===== src/dvrt_pkg.sv =====
// shared types and constants for the distance-vector route table
// no dependencies
package dvrt_pkg;

  localparam int unsigned DEF_TABLE_DEPTH     = 32;
  localparam int unsigned DEF_INFINITY_METRIC = 16;
  localparam logic [15:0] ROUTE_TIMEOUT_RST   = 16'd180;
  localparam logic [15:0] GARBAGE_TIMEOUT_RST = 16'd120;

  localparam logic [1:0] FUNC_UPDATE = 2'd0;
  localparam logic [1:0] FUNC_TICK   = 2'd1;
  localparam logic [1:0] FUNC_QUERY  = 2'd2;

  localparam logic [2:0] ST_UPDATED    = 3'd0;
  localparam logic [2:0] ST_INSERTED   = 3'd1;
  localparam logic [2:0] ST_BAD_METRIC = 3'd2;
  localparam logic [2:0] ST_UNREACH    = 3'd3;
  localparam logic [2:0] ST_FULL       = 3'd4;
  localparam logic [2:0] ST_ANSWERED   = 3'd5;
  localparam logic [2:0] ST_TICK_DONE  = 3'd6;

  localparam logic CFG_ROUTE_TIMEOUT   = 1'b0;
  localparam logic CFG_GARBAGE_TIMEOUT = 1'b1;

  typedef enum logic [2:0] {
    S_IDLE, S_SCAN, S_WRITE, S_RESULT
  } dvrt_state_t;

  // controller to datapath
  typedef struct packed {
    logic load;       // capture input transaction, clear scan
    logic scan_step;  // process current slot, advance
    logic commit;     // apply update decision
    logic out_load;   // present result
  } dvrt_cmd_t;

  // datapath to controller
  typedef struct packed {
    logic scan_last;
    logic valid_func;
  } dvrt_sts_t;

endpackage


===== src/dvrt_ctrl.sv =====
// sequencer for one transaction: scan, commit, result handshake
// depends on dvrt_pkg
module dvrt_ctrl import dvrt_pkg::*; (
  input  logic      clk,
  input  logic      rst,
  input  logic      in_valid,
  output logic      in_ready,
  output logic      out_valid,
  input  logic      out_ready,
  input  dvrt_sts_t sts,
  output dvrt_cmd_t cmd
);
  dvrt_state_t state, state_next;
  logic out_valid_next;

  always_ff @(posedge clk) begin
    if (rst) begin
      state <= S_IDLE; out_valid <= 1'b0;
    end else begin
      state <= state_next; out_valid <= out_valid_next;
    end
  end

  always_comb begin
    state_next     = state;
    out_valid_next = out_valid && !out_ready;
    cmd            = '0;
    in_ready       = 1'b0;
    case (state)
      S_IDLE: begin
        in_ready = 1'b1;
        if (in_valid && in_ready) begin
          cmd.load   = 1'b1;
          state_next = S_SCAN;
        end
      end
      S_SCAN: begin
        if (!sts.valid_func) state_next = S_IDLE;
        else begin
          cmd.scan_step = 1'b1;
          if (sts.scan_last) state_next = S_WRITE;
        end
      end
      S_WRITE: begin
        // last slot read lands this cycle
        state_next = S_RESULT;
      end
      S_RESULT: begin
        // wait here while the previous result is still on the output
        if (!out_valid || out_ready) begin
          cmd.commit     = 1'b1;
          cmd.out_load   = 1'b1;
          out_valid_next = 1'b1;
          state_next     = S_IDLE;
        end
      end
      default: state_next = S_IDLE;
    endcase
  end
endmodule


===== config.mk =====
export PLATFORM = sky130hd
export DESIGN_NAME = dvrt_ctrl
export DESIGN_NICKNAME = d
export VERILOG_FILES = /design/src/dvrt_pkg.sv /design/src/dvrt_ctrl.sv
export SDC_FILE = /design/constraint.sdc
export NUM_CORES = 1
export LEC_CHECK = 0
export BUFFER_PORTS_ARGS = -buffer_cell sky130_fd_sc_hd__clkbuf_2
export CAP_MARGIN = 20
export CORE_AREA = 2 2 39 41
export CTS_BUF_LIST = sky130_fd_sc_hd__clkbuf_4 sky130_fd_sc_hd__clkbuf_8
export DETAILED_ROUTE_END_ITERATION = 8
export DIE_AREA = 0 0 41 43
export PLACE_DENSITY = 0.42
export SLEW_MARGIN = 0
export SYNTH_ARGS = -nofsm -noshare
export SYNTH_HDL_FRONTEND = slang
export SYNTH_SLANG_ARGS = --single-unit

===== constraint.sdc =====
create_clock -name clk -period 1.9 [get_ports clk]
set_clock_uncertainty 0.15 [all_clocks]
set_input_delay 0.19 -clock clk [delete_from_list [all_inputs] [get_ports clk]]
set_output_delay 0.19 -clock clk [all_outputs]
set_load 0.02 [all_outputs]

==> summary.txt <==
Run status
  • Outcome: finished clean

Worst setup path
  • Type of the worst setup path: flop to output pin
  • Data arrival, critical path: 1.06 ns
  • Largest fanout on the critical path: 8
  • Critical Path End Type: output pin
  • Startpoint Class: flop
  • Required @ worst endpoint: 1.56 ns

Global route
  • Initial antenna violation count: 0
  • GRT overflow: 0
  • Largest net degree at the start of global routing: 9
  • Global-route wire length before repair: 614 um
  • Vias in the first global route: 175
  • Gr usage total: 0.0562

STA
  • Final worst setup slack: 0.495 ns
  • FMAX: 712 MHz
  • Tmin final: 1.40 ns
  • Final hold vios: 0
  • Worst Tran Pin Value: 0.252 ns
  • Final slew viol count: 0
  • RSZ-0062 raised after global routing: false
  • Setup violators final: 0
  • Relative max-transition margin: 0.832
  • Setup TNS: 0 ns
  • Period utilisation layout: 0.739

Finish
  • Register area: 60.1 um2
  • Multi-input gate area: 86.3 um2
  • Most common cell after layout, fill and taps aside: clkbuf_2
  • Layout fillers: 171
  • N_diodes: 0
  • Share of cells above drive strength 1: 0.500
  • Area grow syn2layout: 61.9%
  • Post-route insts no fill: 50
  • Most frequent cells in the layout: 11 x clkbuf_2, 4 x clkbuf_4, 3 x nor2_1, 3 x dfxtp_1
  • # nets final: 41

Logic synthesis
  • Synth Register Bits: 3
  • Yosys top cell area share: 0.381
  • Synthesized area: 158 um2
  • Sequential area share after synthesis: 0.381
  • Net count after synthesis: 26
  • Synth top area cells: dfxtp_1 38%, nor3b_2 7.9%, nor2_1 7.1%
  • Netlist cell types: 13
  • Syn_area_per_cell: 7.88 um2
  • Yosys top cell by area: dfxtp_1
  • Synth Warn #: 0
  • Syn Inst Count: 20

Placed design
  • Gpl congestion: 0.581
  • Placed instance count: 46
  • Half-perimeter wire length after placement: 333 um
  • Setup Slack @ Placement: 0.710 ns
  • Port buffer count: 11

Clock network
  • Clock buffer depth: 2
  • Latest clock arrival within the worst-skew pair: 0.23 ns
  • Hold-fix buffers, CTS: 0
  • CTS tree: yes
  • Clock transition at path regs: 0.03 ns
  • H-tree Lvls: 1
  • CTS root buffer: clkbuf_4
  • Post-CTS Resized: 0
  • Num CTS Buffers: 3
  • Post-CTS setup buffer count: 0
  • CTS sink count: 3

Drt
  • Vias per cell: 3.66
  • # DRC: 0
  • Total number of vias: 183
  • Drt first-iter violations: 1
  • Pre-antenna DRT Iters: 2
  • Final wirelength: 378 um
  • Final ANT Viol Nets: 0
  • WL per Instance: 7.56 um

Pwr
  • P_leak: 0.123 nW
  • Maximum vdd drop: 0.187 mV
  • Power consumption: 0.227 mW
  • Cell Pwr Density: 889 nW/um2

Floorplanning
  • Effective utilization at floorplan: 0.114
  • DIE WIDTH: 41 um
  • Core Region: 1380 um2
  • Ports: 12
  • DIE AREA: 1760 um2
  • Die Y: 43 um
  • Floorplan row count: 14

Hold path
  • Hold Crit Class: primary input to flop

Flow run
  • MaxCap Viol Count: 0
## through the flow
stage,hold slack [ns],util,area (um2)
floorplan,0.109,-,158
global placement,0.251,0.163,225
detailed placement,0.251,0.163,225
CTS,0.00869,0.184,255
global route,0.00287,0.184,255
finish,0.0100,0.184,255
## cell families (layout without fill, tap and decap cells)
kind of cell / count (synthesis) / after routing / share of synthesized area
AO/OA/AOI/OAI: 4 / 4 / 0.143
AND/OR/NAND/NOR: 11 / 11 / 0.405
flip-flops: 3 / 3 / 0.381
buffers and inverters: 2 / 16 / 0.0714
## per-layer routing
| layer | wire (um) | global-route usage | up-vias |
|---|---|---|---|
| met5 | 0 | 0 | - |
| met4 | 0 | 0.0600 | 0 |
| met3 | 28 | 0.0314 | 0 |
| met2 | 233 | 0.0875 | 3 |
| met1 | 116 | 0.0417 | 85 |
| li1 | - | - | 95 |
## cell type report
class / count / share of cell area
inverter: 1 / 0.0147
multi-input combinational: 15 / 0.338
tap: 16 / 0.0784
clock buffer: 4 / 0.118
sequential: 3 / 0.235
timing repair buffer: 11 / 0.216
## power breakdown
part           internal (mW)  switching (mW)  total (mW)
registers             0.0665         0.00431      0.0708
logic                 0.0146          0.0188      0.0334
clock network         0.0927          0.0299       0.123
## path summary, 6_finish.rpt
| path | start | to | slack [ns] | depth (start not counted) |
|---|---|---|---|---|
| setup / recovery | state[1]$_SDFFE_PP0P_ | cmd[0] | 0.50 | 3 |
| hold / removal | rst | out_valid$_SDFF_PP0_ | 0.01 | 2 |
| setup reg to reg | state[1]$_SDFFE_PP0P_ | state[1]$_SDFFE_PP0P_ | 0.82 | 3 |
| hold reg to reg | state[0]$_SDFFE_PP0P_ | out_valid$_SDFF_PP0_ | 0.43 | 2 |
## sequential cells by signal, indices dropped and copies added, names as in the netlist
name       count
out_valid      1
state          2
## cells in the mapped netlist
cell and instances:
o21ai_0 1, and3b_2 1, inv_1 1, and2_1 1, a21oi_1 2, dfxtp_1 3
nor3b_2 1, nor3_1 2, nor2_1 3, nand2_1 2, nor2b_1 1, a211oi_1 1
buf_4 1
## critical path, cell delays in order, from the launching register on
cell and delay, ns:
dfxtp_1 0.43, nand2_1 0.08, nor2_1 0.13, clkbuf_2 0.19
Power figures use the tool's default switching activity.
